==> src/sv/ultrasonic_range_controller_macros.svh <==
// ----------------------------------------------------------------------------
// ultrasonic range controller assertion macros
// shorthand for clocked checks that are disabled while in reset
// ----------------------------------------------------------------------------
`ifndef ULTRASONIC_RANGE_CONTROLLER_MACROS_SVH
`define ULTRASONIC_RANGE_CONTROLLER_MACROS_SVH

// consequent must hold in the same cycle as the antecedent
`define URC_ASSERT_SAME(lbl, ante, cons, msg) \
  lbl: assert property (@(posedge clk_i) disable iff (!rst_ni) (ante) |-> (cons)) \
    else $error(msg);

// consequent must hold in the cycle after the antecedent
`define URC_ASSERT_NEXT(lbl, ante, cons, msg) \
  lbl: assert property (@(posedge clk_i) disable iff (!rst_ni) (ante) |=> (cons)) \
    else $error(msg);

`endif

==> src/sv/urc_pkg.sv <==
// ----------------------------------------------------------------------------
// urc_pkg
// shared widths, register codes, reset values and phase encoding
// ----------------------------------------------------------------------------
`default_nettype none

package urc_pkg;

  // register widths
  localparam int unsigned IntervalW  = 20;
  localparam int unsigned PulseW     = 8;
  localparam int unsigned TimeoutW   = 17;
  localparam int unsigned DistW      = 16;
  localparam int unsigned CountW     = 17;
  localparam int unsigned CfgDataW   = 20;
  localparam int unsigned CfgIdxW    = 2;

  // reset values of the configuration registers
  localparam logic [IntervalW-1:0] IntervalRst  = 20'd60000;
  localparam logic [PulseW-1:0]    PulseRst     = 8'd10;
  localparam logic [TimeoutW-1:0]  TimeoutRst   = 17'd30000;
  localparam logic [DistW-1:0]     ThresholdRst = 16'd300;

  localparam logic [CountW-1:0] CountMax = {CountW{1'b1}};

  // width * 343 / 2000 as one multiply by a scaled reciprocal:
  // recip = ceil(343 * 2^29 / 2000), exact for every 17 bit width
  localparam int unsigned RecipW    = 27;
  localparam int unsigned RecipShift = 29;
  localparam logic [RecipW-1:0] DistRecip = 27'd92073362;

  typedef enum logic [CfgIdxW-1:0] {
    REG_TRIG_INTERVAL = 2'd0,
    REG_TRIG_PULSE    = 2'd1,
    REG_ECHO_TIMEOUT  = 2'd2,
    REG_OBST_THRESH   = 2'd3
  } cfg_reg_e;

  typedef enum logic [3:0] {
    PH_IDLE = 4'b0001,
    PH_TRIG = 4'b0010,
    PH_WAIT = 4'b0100,
    PH_MEAS = 4'b1000
  } phase_e;

endpackage

`default_nettype wire

==> src/sv/urc_if.sv <==
// ----------------------------------------------------------------------------
// urc_if
// valid/ready channels for echo samples and ranging results
// ----------------------------------------------------------------------------
`default_nettype none

interface urc_in_if;
  logic valid;
  logic ready;
  logic echo_level;

  modport source (output valid, output echo_level, input ready);
  modport sink   (input valid, input echo_level, output ready);
endinterface

interface urc_out_if;
  logic                        valid;
  logic                        ready;
  logic                        trig_level;
  logic [urc_pkg::DistW-1:0]   distance_mm;
  logic                        reading_valid;
  logic                        obst_near;
  logic                        new_reading;
  logic                        timed_out;

  modport source (output valid, output trig_level, output distance_mm,
                  output reading_valid, output obst_near,
                  output new_reading, output timed_out, input ready);
  modport sink   (input valid, input trig_level, input distance_mm,
                  input reading_valid, input obst_near,
                  input new_reading, input timed_out, output ready);
endinterface

`default_nettype wire

==> src/sv/urc_dist_conv.sv <==
// ----------------------------------------------------------------------------
// urc_dist_conv
// echo width in microseconds to distance in millimetres
// ----------------------------------------------------------------------------
`default_nettype none

module urc_dist_conv (
  input  wire logic [urc_pkg::CountW-1:0] width_i,
  output logic      [urc_pkg::DistW-1:0]  dist_o
);

  localparam int unsigned ProdW = urc_pkg::CountW + urc_pkg::RecipW;
  localparam int unsigned QuotW = ProdW - urc_pkg::RecipShift;

  logic [ProdW-1:0] prod;
  logic [QuotW-1:0] quot;

  assign prod = ProdW'(width_i) * ProdW'(urc_pkg::DistRecip);
  assign quot = prod[ProdW-1:urc_pkg::RecipShift];

  // largest width gives 22478 mm, so the clamp only guards the top bits
  assign dist_o = (quot > QuotW'({urc_pkg::DistW{1'b1}})) ? {urc_pkg::DistW{1'b1}}
                                                           : urc_pkg::DistW'(quot);

endmodule

`default_nettype wire

==> src/sv/ultrasonic_range_controller.sv <==
// ----------------------------------------------------------------------------
// ultrasonic_range_controller
// trigger/echo ranging sensor controller driven by microsecond ticks
// ----------------------------------------------------------------------------
// Each item on echo_i is one microsecond tick carrying the sampled echo pin.
// Every item yields exactly one result item on result_o in the next clock,
// and a new item is taken every clock as long as the result register is
// empty or being drained (throughput one item per cycle). The tick
// work is one combinational pass from the state registers to the result
// register; its longest path is the 17x27 bit reciprocal multiply that turns
// echo width into millimetres (width * 343 / 2000, exact). When idle and the
// trigger interval has elapsed the block raises trig_level for
// trigger_pulse_us ticks, then waits for the echo, counts its high samples and
// reports the distance on the first low sample (new_reading pulses). If no
// echo completes within the echo timeout after the trigger, reading_valid
// drops and timed_out pulses. obst_near is reading_valid and distance
// below obstacle_threshold_mm. Configuration through cfg_we_i / cfg_idx_i /
// cfg_data_i must be written while no tick is in flight; no logic enforces it.
// ----------------------------------------------------------------------------
`default_nettype none

module ultrasonic_range_controller #(
  parameter int unsigned TIMER_BITS = 20
) (
  input  wire logic                         clk_i,
  input  wire logic                         rst_ni,
  input  wire logic                         cfg_we_i,
  input  wire logic [urc_pkg::CfgIdxW-1:0]  cfg_idx_i,
  input  wire logic [urc_pkg::CfgDataW-1:0] cfg_data_i,
  urc_in_if.sink                            echo_i,
  urc_out_if.source                         result_o
);

  `include "ultrasonic_range_controller_macros.svh"

  // compare width wide enough for both the interval counter and its limit
  localparam int unsigned CmpW =
    (TIMER_BITS > urc_pkg::IntervalW) ? TIMER_BITS : urc_pkg::IntervalW;
  localparam logic [TIMER_BITS-1:0] IcMax = {TIMER_BITS{1'b1}};

  // configuration registers
  logic [urc_pkg::IntervalW-1:0] cfg_interval_q;
  logic [urc_pkg::PulseW-1:0]    cfg_pulse_q;
  logic [urc_pkg::TimeoutW-1:0]  cfg_timeout_q;
  logic [urc_pkg::DistW-1:0]     cfg_thresh_q;

  // ranging state
  urc_pkg::phase_e               phase_q, phase_d;
  logic [TIMER_BITS-1:0]         ic_q, ic_d;
  logic [urc_pkg::PulseW-1:0]    pc_q, pc_d;
  logic [urc_pkg::CountW-1:0]    st_q, st_d;
  logic [urc_pkg::CountW-1:0]    ew_q, ew_d;
  logic [urc_pkg::DistW-1:0]     dist_q, dist_d;
  logic                          vld_q, vld_d;

  // result register
  logic                          out_valid_q;
  logic                          trig_q, trig_d;
  logic [urc_pkg::DistW-1:0]     out_dist_q;
  logic                          out_vld_q;
  logic                          near_q, near_d;
  logic                          fresh_q, fresh_d;
  logic                          tout_q, tout_d;

  logic                          in_accept;
  logic [urc_pkg::DistW-1:0]     conv_dist;

  // output register parts the two sides: take a tick whenever it can drain
  assign echo_i.ready = !out_valid_q || result_o.ready;
  assign in_accept    = echo_i.valid && echo_i.ready;

  always_ff @(posedge clk_i or negedge rst_ni) begin
    if (!rst_ni) begin
      cfg_interval_q <= urc_pkg::IntervalRst;
      cfg_pulse_q    <= urc_pkg::PulseRst;
      cfg_timeout_q  <= urc_pkg::TimeoutRst;
      cfg_thresh_q   <= urc_pkg::ThresholdRst;
    end else if (cfg_we_i) begin
      case (urc_pkg::cfg_reg_e'(cfg_idx_i))
        urc_pkg::REG_TRIG_INTERVAL: cfg_interval_q <= cfg_data_i[urc_pkg::IntervalW-1:0];
        urc_pkg::REG_TRIG_PULSE:    cfg_pulse_q    <= cfg_data_i[urc_pkg::PulseW-1:0];
        urc_pkg::REG_ECHO_TIMEOUT:  cfg_timeout_q  <= cfg_data_i[urc_pkg::TimeoutW-1:0];
        urc_pkg::REG_OBST_THRESH:   cfg_thresh_q   <= cfg_data_i[urc_pkg::DistW-1:0];
        default: ;
      endcase
    end
  end

  // distance from the width counted so far, used on the closing low sample
  urc_dist_conv u_dist_conv (
    .width_i (ew_q),
    .dist_o  (conv_dist)
  );

  // one tick of the ranging sequence
  always_comb begin
    phase_d = phase_q;
    pc_d    = pc_q;
    st_d    = st_q;
    ew_d    = ew_q;
    dist_d  = dist_q;
    vld_d   = vld_q;
    trig_d  = 1'b0;
    fresh_d = 1'b0;
    tout_d  = 1'b0;

    // free-running interval counter, sticks at all ones
    ic_d = (ic_q != IcMax) ? ic_q + TIMER_BITS'(1) : ic_q;

    case (phase_q)
      urc_pkg::PH_TRIG: begin
        st_d = (st_q != urc_pkg::CountMax) ? st_q + urc_pkg::CountW'(1) : st_q;
        pc_d = pc_q + urc_pkg::PulseW'(1);
        // a zero pulse length behaves as one tick
        if (pc_d >= cfg_pulse_q || pc_d == '0) begin
          phase_d = urc_pkg::PH_WAIT;
        end else begin
          trig_d = 1'b1;
        end
      end
      urc_pkg::PH_WAIT, urc_pkg::PH_MEAS: begin
        st_d = (st_q != urc_pkg::CountMax) ? st_q + urc_pkg::CountW'(1) : st_q;
        if (phase_q == urc_pkg::PH_WAIT) begin
          if (echo_i.echo_level) begin
            phase_d = urc_pkg::PH_MEAS;
            ew_d    = urc_pkg::CountW'(1);
          end
        end else if (echo_i.echo_level) begin
          ew_d = (ew_q != urc_pkg::CountMax) ? ew_q + urc_pkg::CountW'(1) : ew_q;
        end else begin
          // falling edge of echo closes the measurement
          dist_d  = conv_dist;
          vld_d   = 1'b1;
          fresh_d = 1'b1;
          phase_d = urc_pkg::PH_IDLE;
        end
        // timeout, unless the reading completed on this tick
        if (phase_d != urc_pkg::PH_IDLE &&
            (st_d > cfg_timeout_q || st_d == urc_pkg::CountMax)) begin
          phase_d = urc_pkg::PH_IDLE;
          vld_d   = 1'b0;
          tout_d  = 1'b1;
        end
      end
      default: ;
    endcase

    // start a new trigger on the same tick the block is idle and due
    if (phase_d == urc_pkg::PH_IDLE &&
        (CmpW'(ic_d) >= CmpW'(cfg_interval_q) || ic_d == IcMax)) begin
      phase_d = urc_pkg::PH_TRIG;
      pc_d    = '0;
      st_d    = '0;
      ic_d    = '0;
      trig_d  = 1'b1;
    end

    near_d = vld_d && (dist_d < cfg_thresh_q);
  end

  always_ff @(posedge clk_i or negedge rst_ni) begin
    if (!rst_ni) begin
      phase_q <= urc_pkg::PH_IDLE;
      ic_q    <= '0;
      pc_q    <= '0;
      st_q    <= '0;
      ew_q    <= '0;
      dist_q  <= '0;
      vld_q   <= 1'b0;
    end else if (in_accept) begin
      phase_q <= phase_d;
      ic_q    <= ic_d;
      pc_q    <= pc_d;
      st_q    <= st_d;
      ew_q    <= ew_d;
      dist_q  <= dist_d;
      vld_q   <= vld_d;
    end
  end

  // result register valid
  always_ff @(posedge clk_i or negedge rst_ni) begin
    if (!rst_ni) begin
      out_valid_q <= 1'b0;
    end else if (in_accept) begin
      out_valid_q <= 1'b1;
    end else if (result_o.ready) begin
      out_valid_q <= 1'b0;
    end
  end

  // result payload, loaded with each accepted tick
  always_ff @(posedge clk_i) begin
    if (in_accept) begin
      trig_q     <= trig_d;
      out_dist_q <= dist_d;
      out_vld_q  <= vld_d;
      near_q     <= near_d;
      fresh_q    <= fresh_d;
      tout_q     <= tout_d;
    end
  end

  assign result_o.valid         = out_valid_q;
  assign result_o.trig_level    = trig_q;
  assign result_o.distance_mm   = out_dist_q;
  assign result_o.reading_valid = out_vld_q;
  assign result_o.obst_near     = near_q;
  assign result_o.new_reading   = fresh_q;
  assign result_o.timed_out     = tout_q;

  // checks
  `URC_ASSERT_NEXT(a_tick_gives_result, in_accept, out_valid_q, "accepted tick lost its result")
  `URC_ASSERT_SAME(a_done_xor_tout, out_valid_q, !(fresh_q && tout_q), "both done and timeout")
  `URC_ASSERT_SAME(a_tout_clears_valid, out_valid_q && tout_q, !out_vld_q, "timeout kept valid")
  `URC_ASSERT_SAME(a_near_needs_valid, out_valid_q && near_q, out_vld_q, "near on invalid reading")

endmodule

`default_nettype wire
==> src/flat_wrapper.sv <==
// flat-port wrapper written by rule: the top's interface ports become plain ports
module ultrasonic_range_controller_flat 
#(
  parameter int unsigned TIMER_BITS = 20
)
  (clk_i, rst_ni, cfg_we_i, cfg_idx_i, cfg_data_i, echo_i_valid, echo_i_echo_level, echo_i_ready, result_o_valid, result_o_trig_level, result_o_distance_mm, result_o_reading_valid, result_o_obst_near, result_o_new_reading, result_o_timed_out, result_o_ready);
  urc_in_if echo_i_i ();
  urc_out_if result_o_i ();
  input  wire logic clk_i;
  input  wire logic rst_ni;
  input  wire logic cfg_we_i;
  input  wire logic [urc_pkg::CfgIdxW-1:0] cfg_idx_i;
  input  wire logic [urc_pkg::CfgDataW-1:0] cfg_data_i;
  input wire logic [$bits(echo_i_i.valid)-1:0] echo_i_valid;
  input wire logic [$bits(echo_i_i.echo_level)-1:0] echo_i_echo_level;
  output wire logic [$bits(echo_i_i.ready)-1:0] echo_i_ready;
  output wire logic [$bits(result_o_i.valid)-1:0] result_o_valid;
  output wire logic [$bits(result_o_i.trig_level)-1:0] result_o_trig_level;
  output wire logic [$bits(result_o_i.distance_mm)-1:0] result_o_distance_mm;
  output wire logic [$bits(result_o_i.reading_valid)-1:0] result_o_reading_valid;
  output wire logic [$bits(result_o_i.obst_near)-1:0] result_o_obst_near;
  output wire logic [$bits(result_o_i.new_reading)-1:0] result_o_new_reading;
  output wire logic [$bits(result_o_i.timed_out)-1:0] result_o_timed_out;
  input wire logic [$bits(result_o_i.ready)-1:0] result_o_ready;
  assign echo_i_i.valid = echo_i_valid;
  assign echo_i_i.echo_level = echo_i_echo_level;
  assign echo_i_ready = echo_i_i.ready;
  assign result_o_valid = result_o_i.valid;
  assign result_o_trig_level = result_o_i.trig_level;
  assign result_o_distance_mm = result_o_i.distance_mm;
  assign result_o_reading_valid = result_o_i.reading_valid;
  assign result_o_obst_near = result_o_i.obst_near;
  assign result_o_new_reading = result_o_i.new_reading;
  assign result_o_timed_out = result_o_i.timed_out;
  assign result_o_i.ready = result_o_ready;
  ultrasonic_range_controller #(.TIMER_BITS(TIMER_BITS)) u_core (.clk_i(clk_i), .rst_ni(rst_ni), .cfg_we_i(cfg_we_i), .cfg_idx_i(cfg_idx_i), .cfg_data_i(cfg_data_i), .echo_i(echo_i_i), .result_o(result_o_i));
endmodule
==> config.mk <==
export PLATFORM = sky130hd
export DESIGN_NAME = ultrasonic_range_controller_flat
export DESIGN_NICKNAME = d
export VERILOG_FILES = /design/src/sv/urc_pkg.sv /design/src/sv/urc_if.sv /design/src/sv/urc_dist_conv.sv /design/src/sv/ultrasonic_range_controller.sv /design/src/flat_wrapper.sv
export VERILOG_INCLUDE_DIRS = /design/src /design/src/sv
export SDC_FILE = /design/constraint.sdc
export NUM_CORES = 1
export LEC_CHECK = 0
export BUFFER_PORTS_ARGS = -buffer_cell sky130_fd_sc_hd__clkbuf_2
export CORE_MARGIN = 4
export CORE_UTILIZATION = 45
export DETAILED_ROUTE_END_ITERATION = 8
export HOLD_SLACK_MARGIN = 0.06
export PLACE_DENSITY = 0.64
export SLEW_MARGIN = 20
export SYNTH_ARGS = -nofsm -noshare
export SYNTH_HDL_FRONTEND = slang
export SYNTH_SLANG_ARGS = --single-unit
==> constraint.sdc <==
create_clock -name clk_i -period 9 [get_ports clk_i]
set_input_delay 0.9 -clock clk_i [delete_from_list [all_inputs] [get_ports clk_i]]
set_output_delay 0.9 -clock clk_i [all_outputs]
set_load 0.01 [all_outputs]
==> impl_results.md <==
- Worst-case register-to-register setup slack: around 890 ps
- Residual antenna-violating net count after detailed routing: 0
- Post-DR wirelength/cell: 19.0 µm
- Area of the core region: around 0.037 mm²
- Setup fix buffers added after clock tree synthesis: 0
- Clock root buffer: sky130_fd_sc_hd__clkbuf_16
- Hold violation total from the final report: 0
- Largest cells by area after synthesis: sky130_fd_sc_hd__fa_1 20%, sky130_fd_sc_hd__dfrtp_1 19%, sky130_fd_sc_hd__ha_1 16%
- Per-cell via count in the routed design: about 5.4
- Placed cell count: 2141
- Leading cell type by number of instances after synthesis: sky130_fd_sc_hd__inv_1
- Worst Setup Path Type: register to register
- Hold buffer count at cts: 0
- Leading area contributor after synthesis: sky130_fd_sc_hd__fa_1
- Final wirelength: a little over 40000 µm
- Distinct cell type count of the synthesized netlist: between 70 and 80
- Worst-case clock skew: around 12 ps
- Type of destination of the critical path: register
- DRC: 0
- Number of global-route vias before repair: around 12000
- Clock Tree Buf Depth: 2
- CTS tree: yes
- Data required time of the critical path: between 9000 and 10000 ps
- Setup slack after layout: ~890 ps
- Post-synth top cells: 321 x sky130_fd_sc_hd__inv_1, 219 x sky130_fd_sc_hd__ha_1, 164 x sky130_fd_sc_hd__fa_1
- Number of sinks handled by clock tree synthesis: 166
- Mean area per synthesized cell: 10.0 µm²
- Prevailing post-synth register cell: sky130_fd_sc_hd__dfrtp_1
- Count of cells resized by post-cts repair: 0
- Final critical-path required period: about 8000 ps
- Share of Yosys cell area claimed by the top area cell type: 0.197
- Chip Height: ~200 µm
- Count of maximum capacitance violations: 0
- Total nets after synthesis: 2070
- Routed wl met3: 2100 µm
- WP data arrival: 8300 ps
- Proportion of layout cells with a drive suffix above 1: 0.121
- R2r worst-path depth: 28
- Setup TNS after final layout: 0 ps
- Maximum achievable frequency: ~120 MHz
- Setup-violating endpoint count in the final report: 0
- Placer congestion estimate: just over 0.9
- Worst path max stage delay: 580 ps
- Sequential element share of the synthesized area: 0.258
- ANT cells: 0
- Measured slew at the worst slew-check pin: slightly above 900 ps
- Total via count after detailed routing: roughly 12000
- Final cell count without fillers: about 2200
- Final cycle utilization of the critical path: 0.901
- Remaining Overflow, GRT: 0
- Detailed-placement wirelength estimate: ~34000 µm
- Total of fill cells in the finished design: 3387
- Number of buffers created by CTS: 17
- Class of the most critical hold timing path: input port to asynchronous set/reset pin
- Uppermost layer routed: met4
- Nature of the critical path startpoint: register
- Capture instance of the worst register-to-register path: u_core.result_o.obst_near
- Startpoint of the lowest-slack register-to-register path: u_core.ew_q[8]
- # H-tree levels: 4
- Number of enable flip-flop cells after synthesis: 21
- Number of port buffers: 50
- FFs w/ async S/R, synth: 0.873
- Most common cell on crit path: sky130_fd_sc_hd__fa_1
- Worst-path clk slew: about 70 ps
- Number of cells produced by synthesis: between 1500 and 2000
- Max-slew headroom: 0.386
- Global-route wire length before repair: 68400 µm
- Horizontal die dimension: between 200 and 250 µm
- Yosys Warn Count: 0
- Antenna violations before repair: 0
- DP Worst Slack: roughly 900 ps
- Final nets: between 2000 and 2500
- Layout Area Growth over Synthesis: 7.45%
- Effective utilization at floorplan: 0.456
- Peak fanout along the critical path: 7
- Number of top-level pins: 51
- Iter 0 DRT Violations: roughly 610
- Floorplan die area: roughly 0.040 mm²
- Num rows: 70
- Routed metal-1 wirelength: 17400 µm
- Maximum number of pins on one net before global-route repair: 76
- Clock latency on the worst-skew pair: 430 ps
- FF+latch count, synth: ~170
- Met2 WL: around 20000 µm
- Final-report max-slew violation count: 0
- Global Route Usage Sum: 0.213
- Area of the mapped netlist: between 0.015 and 0.02 mm²
- Unrepaired setup endpoints after global routing: no
- Crit-path slowest cell: sky130_fd_sc_hd__fa_1
- Outcome: finished clean
- DRT Pass-1 Iters: 5
==> stage by stage <==
step                area, µm²   util  hold WS, ps
finish                  17900  0.490          474
CTS                     17900  0.489          485
floorplan               16600      -          444
global placement        17300  0.474          461
global route            17900  0.490          503
detailed placement      17300  0.474          464
==> per-layer routing <==
metal  GRT usage  vias to the layer above
li1            -                     5619
met1       0.274                     5848
met2       0.363                      276
met3      0.0390                       71
met4      0.0745                        0
met5           0                        -
==> layout by cell type (no fill, tap or decap), types with 15 or more instances in the layout <==
master                      count
sky130_fd_sc_hd__dfrtp_1      124
sky130_fd_sc_hd__nor2_1        58
sky130_fd_sc_hd__nand2_1      115
sky130_fd_sc_hd__nor3_1        26
sky130_fd_sc_hd__inv_1        320
sky130_fd_sc_hd__clkbuf_16     17
sky130_fd_sc_hd__edfxtp_1      21
sky130_fd_sc_hd__xnor2_1       42
sky130_fd_sc_hd__xor2_1        21
sky130_fd_sc_hd__o21ai_0       53
sky130_fd_sc_hd__dfstp_2       21
sky130_fd_sc_hd__and3_1        15
sky130_fd_sc_hd__a21o_1        37
sky130_fd_sc_hd__clkbuf_2      49
sky130_fd_sc_hd__a21oi_1       50
sky130_fd_sc_hd__fa_1         164
sky130_fd_sc_hd__mux2_2        72
sky130_fd_sc_hd__nand3_1       43
sky130_fd_sc_hd__ha_1         219
sky130_fd_sc_hd__nand4_1       24
==> sequential cells by signal (all words and copies together), names as in the netlist <==
signal and count:
u_core.pc_q 8, u_core.cfg_thresh_q 16, u_core.result_o.distance_mm 16, u_core.ic_q 20, u_core.cfg_pulse_q 8, u_core.dist_q 16
u_core.vld_q 1, u_core.phase_q 4, u_core.result_o.timed_out 1, u_core.st_q 17, u_core.cfg_interval_q 20, u_core.result_o.trig_level 1
u_core.result_o.reading_valid 1, u_core.result_o.new_reading 1, u_core.ew_q 17, u_core.result_o.valid 1, u_core.cfg_timeout_q 17, u_core.result_o.obst_near 1
==> kinds of logic after synthesis <==
group | Yosys count | synth area share
compound gates | 252 | 0.102
xor+xnor | 64 | 0.0341
fa+ha+maj | 383 | 0.362
buf+inv | 362 | 0.0841
flops | 166 | 0.258
mux | 75 | 0.0505
simple gates | 357 | 0.110
==> area by class of cell <==
class / count / area [µm²] / share of cell area
Multi-Input combinational cell: 1131 / 11000 / 0.613
Sequential cell: 166 / 4290 / 0.240
Inverter: 321 / 1200 / 0.0674
Tap cell: 468 / 586 / 0.0328
Clock buffer: 21 / 460 / 0.0258
Timing Repair Buffer: 55 / 294 / 0.0164
Clock inverter: 11 / 87.6 / 0.00490
==> worst max-delay path, delay by kind of cell, from the launching register on <==
family | cells | cell delay, ps
adder cells (fa/ha/maj) | 8 | 3780
AND/OR/NAND/NOR | 8 | 1560
AO/OA/AOI/OAI | 6 | 1160
flip-flops | 1 | 520
buffers and inverters | 4 | 390
multiplexers | 1 | 300
XOR/XNOR | 1 | 160
==> how the worst max path moves through the flow <==
stage / startpoint / end / cells after the start
after global placement: u_core.ew_q[8] / u_core.result_o.obst_near / 28
final: u_core.ew_q[8] / u_core.result_o.obst_near / 28
after global routing: u_core.ew_q[8] / u_core.result_o.obst_near / 28
after floorplan: u_core.ew_q[8] / u_core.result_o.obst_near / 28
after detailed placement: u_core.ew_q[8] / u_core.result_o.obst_near / 28
after CTS: u_core.ew_q[8] / u_core.result_o.obst_near / 28
Power is left out: the tool's default activity adds up to more than one toggle a clock period on the data nets, which glitch-free logic cannot reach.
